===== src/hdl/nnts_pkg.sv =====
// Shared types, widths and codes for the nearest-neighbor texture scaler.
package nnts_pkg;

  // Default sizes, handed to the top-level parameters.
  localparam int STORE_DEPTH_DEF = 4096;
  localparam int MAX_SRC_DIM_DEF = 256;
  localparam int MAX_DST_DIM_DEF = 1024;

  // Field and register widths.
  localparam int INDEX_W   = 12;
  localparam int PIXEL_W   = 8;
  localparam int COORD_W   = 10;
  localparam int SRC_DIM_W = 9;
  localparam int DST_DIM_W = 11;
  localparam int CFG_IDX_W = 3;
  localparam int CFG_DAT_W = 11;

  // Scaled coordinate = coord * src_dim, divided by dst_dim.
  // The coordinate is below dst_dim, so the quotient is below src_dim.
  localparam int NUM_W  = COORD_W + SRC_DIM_W;
  localparam int QUO_W  = SRC_DIM_W;
  localparam int ADDR_W = QUO_W + SRC_DIM_W;

  // Item commands.
  localparam logic CMD_WRITE = 1'b0;
  localparam logic CMD_READ  = 1'b1;

  // Configuration register indexes.
  localparam logic [CFG_IDX_W-1:0] REG_SRC_WIDTH  = 3'd0;
  localparam logic [CFG_IDX_W-1:0] REG_SRC_HEIGHT = 3'd1;
  localparam logic [CFG_IDX_W-1:0] REG_DST_WIDTH  = 3'd2;
  localparam logic [CFG_IDX_W-1:0] REG_DST_HEIGHT = 3'd3;

  typedef struct packed {
    logic                 cmd;
    logic [INDEX_W-1:0]   src_index;
    logic [PIXEL_W-1:0]   pixel_in;
    logic [COORD_W-1:0]   dst_x;
    logic [COORD_W-1:0]   dst_y;
  } in_word_t;

  typedef struct packed {
    logic [PIXEL_W-1:0] pixel_out;
    logic               out_of_range;
  } out_word_t;

  typedef struct packed {
    logic [SRC_DIM_W-1:0] src_width;
    logic [SRC_DIM_W-1:0] src_height;
    logic [DST_DIM_W-1:0] dst_width;
    logic [DST_DIM_W-1:0] dst_height;
  } cfg_t;

  // Item data that rides along the arithmetic stages.
  typedef struct packed {
    logic               cmd;
    logic [INDEX_W-1:0] src_index;
    logic [PIXEL_W-1:0] pixel_in;
    logic               bad;
  } meta_t;

  typedef struct packed {
    meta_t            meta;
    logic [NUM_W-1:0] num_x;
    logic [NUM_W-1:0] num_y;
  } prod_t;

  typedef struct packed {
    meta_t            meta;
    logic [QUO_W-1:0] sx;
    logic [QUO_W-1:0] sy;
  } coord_t;

endpackage


===== src/hdl/nnts_front.sv =====
// Input register, range checks and the two coordinate products.
module nnts_front #(
  parameter int MAX_SRC_DIM = nnts_pkg::MAX_SRC_DIM_DEF,
  parameter int MAX_DST_DIM = nnts_pkg::MAX_DST_DIM_DEF
) (
  input  logic              clk,
  input  logic              rst,
  input  nnts_pkg::cfg_t    cfg,
  input  logic              in_valid,
  output logic              in_ready,
  input  nnts_pkg::in_word_t in_word,
  output logic              out_valid,
  input  logic              out_ready,
  output nnts_pkg::prod_t   out_prod
);
  import nnts_pkg::*;

  logic     v0, v1;
  in_word_t w0;
  prod_t    p1, p1_next;
  logic     s1_ready;
  logic     dims_ok;

  assign s1_ready = !v1 || out_ready;
  assign in_ready = !v0 || s1_ready;

  assign dims_ok = (cfg.src_width  != '0) && (32'(cfg.src_width)  <= MAX_SRC_DIM) &&
                   (cfg.src_height != '0) && (32'(cfg.src_height) <= MAX_SRC_DIM) &&
                   (cfg.dst_width  != '0) && (32'(cfg.dst_width)  <= MAX_DST_DIM) &&
                   (cfg.dst_height != '0) && (32'(cfg.dst_height) <= MAX_DST_DIM);

  always_comb begin
    p1_next.meta.cmd       = w0.cmd;
    p1_next.meta.src_index = w0.src_index;
    p1_next.meta.pixel_in  = w0.pixel_in;
    p1_next.meta.bad       = !dims_ok ||
                             ({1'b0, w0.dst_x} >= cfg.dst_width) ||
                             ({1'b0, w0.dst_y} >= cfg.dst_height);
    p1_next.num_x = NUM_W'(w0.dst_x) * NUM_W'(cfg.src_width);
    p1_next.num_y = NUM_W'(w0.dst_y) * NUM_W'(cfg.src_height);
  end

  always_ff @(posedge clk) begin
    if (rst) begin
      v0 <= 1'b0;
      v1 <= 1'b0;
    end else begin
      if (in_ready) begin
        v0 <= in_valid;
      end
      if (s1_ready) begin
        v1 <= v0;
      end
    end
  end

  always_ff @(posedge clk) begin
    if (in_ready) begin
      w0 <= in_word;
    end
    if (s1_ready) begin
      p1 <= p1_next;
    end
  end

  assign out_valid = v1;
  assign out_prod  = p1;

endmodule


===== config.mk =====
export PLATFORM = sky130hd
export DESIGN_NAME = nnts_front
export DESIGN_NICKNAME = d
export VERILOG_FILES = /design/src/hdl/nnts_pkg.sv /design/src/hdl/nnts_front.sv
export SDC_FILE = /design/constraint.sdc
export NUM_CORES = 1
export LEC_CHECK = 0
export BUFFER_PORTS_ARGS = -buffer_cell sky130_fd_sc_hd__buf_2
export CAP_MARGIN = 20
export CORE_UTILIZATION = 61
export CTS_BUF_LIST = sky130_fd_sc_hd__clkbuf_8
export CTS_CLUSTER_SIZE = 14
export DETAILED_ROUTE_END_ITERATION = 7
export PLACE_DENSITY_LB_ADDON = 0.08
export SYNTH_ARGS = -nofsm -noshare
export SYNTH_HDL_FRONTEND = slang
export SYNTH_SLANG_ARGS = --single-unit

===== constraint.sdc =====
create_clock -name clk -period 6.7 [get_ports clk]
set_input_delay 0.67 -clock clk [delete_from_list [all_inputs] [get_ports clk]]
set_output_delay 0.67 -clock clk [all_outputs]
set_load 0.02 [all_outputs]

==> flow_summary.json <==
{
  "syn_inst": 894,
  "drtIter0Drc": 323,
  "combPwrFrac": 0.602,
  "insertion_delay_ns": 0.39,
  "drc": 0,
  "cp.arrival_ns": 4.86,
  "max_slew_margin": 0.478,
  "synth_area_per_cell_sq_um": 10.7,
  "path_cells": "and2_1 -> fa_1 -> fa_1 -> fa_1 -> inv_1 -> fa_1 -> inv_1 -> ha_1 -> nor3_1 -> o211ai_1 -> o21ai_1 -> o311ai_1 -> a21oi_1 -> xnor2_1",
  "crit_slowest_cell": "edfxtp_1",
  "diodes": 0,
  "synth_cell_type_count": 44,
  "final.setup.worst_slack_ns": 1.97,
  "slew_violations": 0,
  "ant_nets": 0,
  "synth.most_common_cell": "inv_1",
  "grt_pass1_vias": 6891,
  "ys_seq_area_frac": 0.322,
  "place_ws_ns": 1.72,
  "async_flop_share": 0,
  "cts_sinks": 103,
  "cts_tree": "built",
  "worst_pin_slew_ns": 0.783,
  "cap_violations": 0,
  "cp.required_ns": 6.83,
  "status": "finished clean",
  "netlist_top_cells_area": "edfxtp_1 (32%), fa_1 (24%), ha_1 (13%)",
  "htree_num_levels": 3,
  "cp-end-kind": "flop",
  "multi_input_area_sq_um": 5690,
  "via_count": 6584,
  "pin_count": 147,
  "leakage_nw": 5.30,
  "placed_cells": 1234,
  "path_common_cell": "fa_1",
  "cts_buffers": 9,
  "worst_hold_path_type": "reg -> reg",
  "wl_per_cell_microns": 15.4,
  "final_core_util": 0.699,
  "syn-num-nets": 1191,
  "syn_to_final_growth_pct": 11.8,
  "holdWs_ns": 0.427,
  "finalClockSkew_ns": 0.0180,
  "period_share": 0.706,
  "fp-row-count": 45,
  "die_area_sq_um": 16100,
  "fmax_ghz": 0.211,
  "worst-path-buf-inv": 2,
  "overflow": 0,
  "synth_common_cells": "inv_1 (186), and2_1 (115), fa_1 (114)",
  "start_kind": "flop",
  "ys_warn_count": 0,
  "vdd_drop_max_mv": 0.192,
  "fill_cells": 1232,
  "clockRootBuffer": "clkbuf_8",
  "sw_frac_of_total": 0.431,
  "cpLargestDelayFamily": "adder cells",
  "clkPwrFrac": 0.114,
  "p_sw_mw": 1.47,
  "die_height_microns": 127,
  "ctsResizeCount": 0,
  "max_stage_delay_ns": 0.59,
  "drive_above_1_share": 0.166,
  "clk_pin_slew_ns": 0.11,
  "die_x_microns": 127,
  "critPathMaxFanout": 10,
  "synth_top_area_frac": 0.318,
  "rsz0062_at_grt": "no",
  "gp_congestion": 0.858,
  "seq_area_sq_um": 3070,
  "cts-hold-fix-buffers": 0,
  "postCtsSetupBuffers": 0,
  "fin_area_sq_um": 10700,
  "io_buffers": 146,
  "final_cells": 1250,
  "cts_buffer_depth": 2,
  "dp_hpwl_microns": 15200,
  "synth_area_leader_cell": "edfxtp_1",
  "fin_crit_ns": 4.73,
  "grt_max_degree": 61,
  "powerDensity_nw_per_um2": 320,
  "netlist_area_sq_um": 9540,
  "ys_ff_latch": 103,
  "power_mw": 3.41,
  "initial_core_util": 0.625,
  "coreArea_sq_um": 15300,
  "setup_violations": 0,
  "nNetsFinal": 1331,
  "ys.flop_type": "edfxtp_1",
  "grt_use_total": 0.264,
  "crit_type": "reg -> reg",
  "synth_edf_count": 101,
  "via_per_inst": 5.27,
  "hold_violations": 0,
  "antenna_found_initial": 0,
  "seqPwrFrac": 0.285,
  "dr.pass1.iters": 5,
  "drt_wl_total_microns": 19300,
  "dpl_cell_area_sq_um": 10500,
  "tns_ns": 0,
  "p_int_mw": 1.94,
  "grt_pass1_wl_microns": 32700
}
worst paths after layout:
path,slack [ns],depth (start not counted),startpoint,end
worst max-delay path,1.97,14,w0[12],out_prod[37]
worst min-delay path,0.43,0,p1_next[50],out_prod[50]
worst max register to register,1.97,14,w0[12],out_prod[37]
worst min register to register,0.43,0,p1_next[50],out_prod[50]
cell usage in the layout (no fill, tap or decap), types with 11 or more instances in the layout:
cell,Yosys,routed
nand2_1,78,77
a21oi_1,25,25
nor2_1,21,21
buf_2,1,146
ha_1,98,98
inv_1,186,185
and2_1,115,115
edfxtp_1,101,101
fa_1,114,114
nor4_1,11,11
xnor2_1,21,21
sequential cells by signal (all words and copies together) (netlist names):
name	count
out_prod	60
out_valid	1
p1_next	21
v0	1
w0	20
cell families after synthesis:
group | count (synthesis) | share of synthesized area
flip-flops | 103 | 0.322
XOR/XNOR | 25 | 0.0229
AO/OA/AOI/OAI | 88 | 0.0616
adder cells (fa/ha/maj) | 212 | 0.368
AND/OR/NAND/NOR | 259 | 0.144
buffers and inverters | 207 | 0.0816
worst reg2reg max path, stage by stage (launching register included):
cell and delay, ns:
edfxtp_1 0.59, and2_1 0.25, fa_1 0.51, fa_1 0.52, fa_1 0.56, inv_1 0.07
fa_1 0.54, inv_1 0.04, ha_1 0.25, nor3_1 0.37, o211ai_1 0.15, o21ai_1 0.18
o311ai_1 0.15, a21oi_1 0.21, xnor2_1 0.11
power by group through the flow:
stage | logic [mW] | clock network [mW] | registers [mW]
3_5_place_dp | 2.05 | 0 | 0.986
3_3_place_gp | 1.99 | 0 | 0.982
4_1_cts | 2.06 | 0.401 | 0.971
6_report | 2.05 | 0.387 | 0.970
5_1_grt | 2.33 | 0.419 | 0.984
2_1_floorplan | 1.43 | 0 | 1.13
per-layer routing:
layer	vias up	wire length, microns	global-route usage	part of all wire
met5	-	0	0	0
met4	0	513	0.109	0.027
met3	40	1300	0.0607	0.067
met2	218	8870	0.431	0.46
met1	3179	8610	0.343	0.45
li1	3147	-	-	-
final cells by class:
cell class,instances,share of cell area
multi-input cells,584,0.534
clock inverters,7,0.00598
flip-flops and latches,103,0.288
clock buffers,9,0.0116
inverters,188,0.0661
well taps,211,0.0247
repair buffers,148,0.0699
Power figures use the tool's default switching activity.
