[config.mk]
export PLATFORM = sky130hd
export DESIGN_NAME = nnts_divider
export DESIGN_NICKNAME = d
export VERILOG_FILES = /design/src/hdl/nnts_pkg.sv /design/src/hdl/nnts_divider.sv
export SDC_FILE = /design/constraint.sdc
export NUM_CORES = 1
export LEC_CHECK = 0
export ABC_CLOCK_PERIOD_IN_PS = 5400
export BUFFER_PORTS_ARGS = -buffer_cell sky130_fd_sc_hd__buf_2
export CORE_ASPECT_RATIO = 1.2
export CORE_MARGIN = 2
export CORE_UTILIZATION = 49
export DETAILED_ROUTE_END_ITERATION = 12
export GPL_ROUTABILITY_DRIVEN = 0
export PLACE_DENSITY = 0.69
export SLEW_MARGIN = 20
export SYNTH_ARGS = -nofsm -noshare
export SYNTH_HDL_FRONTEND = slang
export SYNTH_SLANG_ARGS = --single-unit
[constraint.sdc]
create_clock -name clk -period 5.4 [get_ports clk]
set_clock_uncertainty 0.2 [all_clocks]
set_input_delay 0.27 -clock clk [delete_from_list [all_inputs] [get_ports clk]]
set_output_delay 0.27 -clock clk [all_outputs]
set_load 0.005 [all_outputs]
[src/hdl/nnts_pkg.sv]
// Shared types, widths and codes for the nearest-neighbor texture scaler.
package nnts_pkg;

  // Default sizes, handed to the top-level parameters.
  localparam int STORE_DEPTH_DEF = 4096;
  localparam int MAX_SRC_DIM_DEF = 256;
  localparam int MAX_DST_DIM_DEF = 1024;

  // Field and register widths.
  localparam int INDEX_W   = 12;
  localparam int PIXEL_W   = 8;
  localparam int COORD_W   = 10;
  localparam int SRC_DIM_W = 9;
  localparam int DST_DIM_W = 11;
  localparam int CFG_IDX_W = 3;
  localparam int CFG_DAT_W = 11;

  // Scaled coordinate = coord * src_dim, divided by dst_dim.
  // The coordinate is below dst_dim, so the quotient is below src_dim.
  localparam int NUM_W  = COORD_W + SRC_DIM_W;
  localparam int QUO_W  = SRC_DIM_W;
  localparam int ADDR_W = QUO_W + SRC_DIM_W;

  // Item commands.
  localparam logic CMD_WRITE = 1'b0;
  localparam logic CMD_READ  = 1'b1;

  // Configuration register indexes.
  localparam logic [CFG_IDX_W-1:0] REG_SRC_WIDTH  = 3'd0;
  localparam logic [CFG_IDX_W-1:0] REG_SRC_HEIGHT = 3'd1;
  localparam logic [CFG_IDX_W-1:0] REG_DST_WIDTH  = 3'd2;
  localparam logic [CFG_IDX_W-1:0] REG_DST_HEIGHT = 3'd3;

  typedef struct packed {
    logic                 cmd;
    logic [INDEX_W-1:0]   src_index;
    logic [PIXEL_W-1:0]   pixel_in;
    logic [COORD_W-1:0]   dst_x;
    logic [COORD_W-1:0]   dst_y;
  } in_word_t;

  typedef struct packed {
    logic [PIXEL_W-1:0] pixel_out;
    logic               out_of_range;
  } out_word_t;

  typedef struct packed {
    logic [SRC_DIM_W-1:0] src_width;
    logic [SRC_DIM_W-1:0] src_height;
    logic [DST_DIM_W-1:0] dst_width;
    logic [DST_DIM_W-1:0] dst_height;
  } cfg_t;

  // Item data that rides along the arithmetic stages.
  typedef struct packed {
    logic               cmd;
    logic [INDEX_W-1:0] src_index;
    logic [PIXEL_W-1:0] pixel_in;
    logic               bad;
  } meta_t;

  typedef struct packed {
    meta_t            meta;
    logic [NUM_W-1:0] num_x;
    logic [NUM_W-1:0] num_y;
  } prod_t;

  typedef struct packed {
    meta_t            meta;
    logic [QUO_W-1:0] sx;
    logic [QUO_W-1:0] sy;
  } coord_t;

endpackage

[src/hdl/nnts_divider.sv]
// Pipelined restoring divider, one quotient bit per stage for both axes.
module nnts_divider (
  input  logic             clk,
  input  logic             rst,
  input  nnts_pkg::cfg_t   cfg,
  input  logic             in_valid,
  output logic             in_ready,
  input  nnts_pkg::prod_t  in_prod,
  output logic             out_valid,
  input  logic             out_ready,
  output nnts_pkg::coord_t out_coord
);
  import nnts_pkg::*;

  typedef struct packed {
    meta_t                meta;
    logic [DST_DIM_W-1:0] rem_x;
    logic [DST_DIM_W-1:0] rem_y;
    logic [QUO_W-1:0]     num_x;
    logic [QUO_W-1:0]     num_y;
    logic [QUO_W-1:0]     q_x;
    logic [QUO_W-1:0]     q_y;
  } div_stage_t;

  // One restoring step: bring down the next numerator bit, subtract if it fits.
  function automatic div_stage_t div_step(div_stage_t s, logic [DST_DIM_W-1:0] dw,
                                          logic [DST_DIM_W-1:0] dh);
    div_stage_t         r;
    logic [DST_DIM_W:0] tx, ty;
    logic               gx, gy;
    r  = s;
    tx = {s.rem_x, s.num_x[QUO_W-1]};
    ty = {s.rem_y, s.num_y[QUO_W-1]};
    gx = tx >= {1'b0, dw};
    gy = ty >= {1'b0, dh};
    r.rem_x = gx ? DST_DIM_W'(tx - {1'b0, dw}) : tx[DST_DIM_W-1:0];
    r.rem_y = gy ? DST_DIM_W'(ty - {1'b0, dh}) : ty[DST_DIM_W-1:0];
    r.num_x = s.num_x << 1;
    r.num_y = s.num_y << 1;
    r.q_x   = {s.q_x[QUO_W-2:0], gx};
    r.q_y   = {s.q_y[QUO_W-2:0], gy};
    return r;
  endfunction

  div_stage_t       st      [QUO_W];
  div_stage_t       st_next [QUO_W];
  div_stage_t       init_st;
  logic [QUO_W-1:0] v;
  logic             rdy [QUO_W+1];

  always_comb begin
    init_st.meta  = in_prod.meta;
    init_st.rem_x = DST_DIM_W'(in_prod.num_x[NUM_W-1:QUO_W]);
    init_st.rem_y = DST_DIM_W'(in_prod.num_y[NUM_W-1:QUO_W]);
    init_st.num_x = in_prod.num_x[QUO_W-1:0];
    init_st.num_y = in_prod.num_y[QUO_W-1:0];
    init_st.q_x   = '0;
    init_st.q_y   = '0;
  end

  always_comb begin
    st_next[0] = div_step(init_st, cfg.dst_width, cfg.dst_height);
    for (int k = 1; k < QUO_W; k++) begin
      st_next[k] = div_step(st[k-1], cfg.dst_width, cfg.dst_height);
    end
  end

  // A stage loads when it is empty or its content moves on.
  always_comb begin
    rdy[QUO_W] = out_ready;
    for (int k = QUO_W - 1; k >= 0; k--) begin
      rdy[k] = !v[k] || rdy[k+1];
    end
  end

  always_ff @(posedge clk) begin
    if (rst) begin
      v <= '0;
    end else begin
      if (rdy[0]) begin
        v[0] <= in_valid;
      end
      for (int k = 1; k < QUO_W; k++) begin
        if (rdy[k]) begin
          v[k] <= v[k-1];
        end
      end
    end
  end

  always_ff @(posedge clk) begin
    for (int k = 0; k < QUO_W; k++) begin
      if (rdy[k]) begin
        st[k] <= st_next[k];
      end
    end
  end

  assign in_ready       = rdy[0];
  assign out_valid      = v[QUO_W-1];
  assign out_coord.meta = st[QUO_W-1].meta;
  assign out_coord.sx   = st[QUO_W-1].q_x;
  assign out_coord.sy   = st[QUO_W-1].q_y;

endmodule

==> run_results.csv <==
group,metric,value,unit
outcome,status,"completed",
final_layout,multi_input_area,11200,µm²
detailed_routing,drt_iter0_markers,1149,
global_route,grt_use_total,19.0,%
timing,hold_viol,0,
synth,ys_seq_elements,545,
synth,synth-main-ff-cell,"edfxtp_1",
power,power_density,531,nW/µm²
floorplanning,rows,96,
global_route,grt_max_degree,65,
final_layout,nets,2666,
final_layout,register_area,16300,µm²
synth,ys_seq_area_share,58.0,%
synth,yosysTopAreaCell,"edfxtp_1",
detailed_routing,drcViolationCount,0,
floorplanning,start_util,49.3,%
placement,io_buffer_count,127,
synth,synth_edf_count,536,
clock_network,cts_buffer_depth,3,
clock_network,cts_tree,"yes",
global_route,overflow,0,
floorplanning,die_y,266,µm
global_route,antenna_found_initial,2,
clock_network,cts_buffers,52,
power,combPwrFrac,39.3,%
power,swShare,32.1,%
critical_path,cp.required,4.93,ns
final_layout,utilization,56.2,%
critical_path,startpoint_type,"register",
timing,post-route-period-util,65.5,%
final_layout,design_area,32000,µm²
synth,synthArstFlopShare,0,%
power,p_int,11.5,mW
floorplanning,die_x,222,µm
timing,period_minus_slack,3.53,ns
synth,synth.avg_cell_area,13.2,µm²
final_layout,num-fill-cells,4582,
critical_path,critPathCaptureType,"output port",
global_route,grt_pass1_vias,18100,
power,power,17.0,mW
synth,synthTopCellsByArea,"edfxtp_1 (57%), ha_1 (8.8%), mux2_2 (5.5%)",
timing,drv_slew,0,
detailed_routing,drt_wl_total,56400,µm
detailed_routing,ant_nets,0,
clock_network,cts-htree-levels,2,
critical_path,path_max_fanout,63,
synth,syn_nets,2441,
hold_path,hp-class,"input port to register",
clock_network,clock-sinks,545,
timing,fmax,283,MHz
global_route,grt_pass1_wl,90500,µm
detailed_routing,vias,17800,
power,power.switching,5.45,mW
synth,yosysWarnings,0,
floorplanning,io_pins,146,
synth,synth_most_common_cell,"edfxtp_1",
timing,relSlewSlack,34.7,%
floorplanning,dieArea,59200,µm²
timing,fin_ws,1.87,ns
synth,synth_top_area_share,57.4,%
critical_path,reg2regPathDepth,5,
final_layout,area_growth_syn_to_layout,14.1,%
detailed_routing,firstDrtPassIters,5,
timing,setup_viol,0,
timing,rsz0062_at_grt,"false",
timing,fin_tns_setup,0,ns
timing,worst_pin_slew,0.979,ns
detailed_routing,vias_per_cell,5.70,
power,cellLeakagePower,12.5,nW
critical_path,criticalPathCategory,"register to output port",
power,clkPwrFrac,22.5,%
clock_network,clkSlewWorstSetupHoldPaths,0.06,ns
clock_network,clk_latency,0.63,ns
placement,placed_area,29600,µm²
power,vdd_drop_max,0.232,mV
floorplanning,core,56900,µm²
synth,syn_inst,2123,
power,seq_power_share,38.2,%
synth,syn_area,28100,µm²
hold_path,hold_depth,2,
run,maxCapViolCount,0,
placement,dp_hpwl,39700,µm
clock_network,cts_root_buf,"clkbuf_16",
detailed_routing,wl_per_cell,18.0,µm
clock_network,cts.repair.resized,0,
synth,synthTopCellsByCount,"edfxtp_1 (536), ha_1 (198), nor2_1 (175), mux2_2 (136), inv_1 (117)",
final_layout,drive_above_1_share,16.4,%
critical_path,arrival,3.06,ns
placement,place_ws,1.93,ns
synth,yosysUniqueCellTypes,66,
stage by stage:
step	hold WS [ns]	instances
final	0.144	3128
after global routing	0.109	3128
after CTS	0.0989	3126
after detailed placement	0.205	2964
after global placement	0.200	2964
after floorplan	0.169	2123
cells in the final DEF (no fill, tap or decap), types with 14 or more instances in the layout:
master | netlist | final
edfxtp_1 | 536 | 536
inv_1 | 117 | 113
xnor2_1 | 71 | 71
nor3_1 | 53 | 53
nand3_1 | 45 | 45
dlygate4sd3_1 | 0 | 64
clkbuf_16 | 0 | 52
fa_1 | 16 | 16
mux2_2 | 136 | 136
o21ai_0 | 85 | 85
a21oi_1 | 95 | 95
mux2i_1 | 45 | 45
a22oi_1 | 14 | 14
nand2_1 | 46 | 44
o2111ai_1 | 16 | 16
nand2b_1 | 39 | 38
a211oi_1 | 36 | 36
buf_2 | 15 | 127
ha_1 | 198 | 198
nand4_1 | 22 | 22
o21a_1 | 73 | 73
xor2_1 | 15 | 15
nor2_1 | 175 | 175
o211ai_1 | 19 | 19
nor2b_1 | 40 | 40
and4_1 | 21 | 21
flip-flops by register name, indices dropped and copies added, names as in the netlist:
| name | cells |
|---|---|
| st | 536 |
| v | 9 |
power by group through the flow:
stage | Combinational, mW | Clock, mW | Sequential, mW
3_5_place_dp | 6.53 | 0 | 6.59
6_report | 6.68 | 3.82 | 6.50
3_3_place_gp | 6.28 | 0 | 6.55
5_1_grt | 7.41 | 4.09 | 6.60
2_1_floorplan | 5.32 | 0 | 6.39
4_1_cts | 6.62 | 3.93 | 6.50
worst max-delay path: stages (launching register included):
cell and delay (ns):
dfxtp_1 0.39, and4b_1 0.31, nand4_1 0.15, nor3_1 0.56
nand2_4 0.67, buf_2 0.35
cell type report:
cell class | count | area share, %
antenna | 1 | 0.00781
timing repair buffer | 200 | 4.20
inverter | 117 | 1.38
clock inverter | 30 | 1.31
tap | 735 | 2.87
multi-input combinational | 1432 | 35.0
clock buffer | 68 | 4.38
sequential | 545 | 50.8
per-layer routing:
metal  track usage [%]  vias up  share of wire, %
met3              2.96      148               3.9
met4              7.87        2               3.8
met2              33.7      440                50
met1              23.1     8589                43
met5                 0        -             0.025
li1                  -     8663                 -
cells by family after synthesis:
| logic type | synth area share, % |
|---|---|
| adder cells (fa/ha/maj) | 9.97 |
| flip-flops | 58.0 |
| XOR/XNOR | 2.68 |
| multiplexers | 7.53 |
| buffers and inverters | 2.09 |
| AO/OA/AOI/OAI | 10.4 |
| AND/OR/NAND/NOR | 9.28 |
final timing paths:
check / from / endpoint / slack (ns)
hold / removal: in_prod[2] / st[0][20] / 0.14
setup reg to reg: v[8] / st[0][155] / 2.09
hold reg to reg: st[0][71] / st[0][149] / 0.18
setup / recovery: v[8] / in_ready / 1.87
timing repair:
item,4_1_cts,5_1_grt
hold endpoints to repair,69,0
hold buffers,64,0
setup endpoints to repair,0,0
setup buffers,0,0
Power figures use the tool's default switching activity.
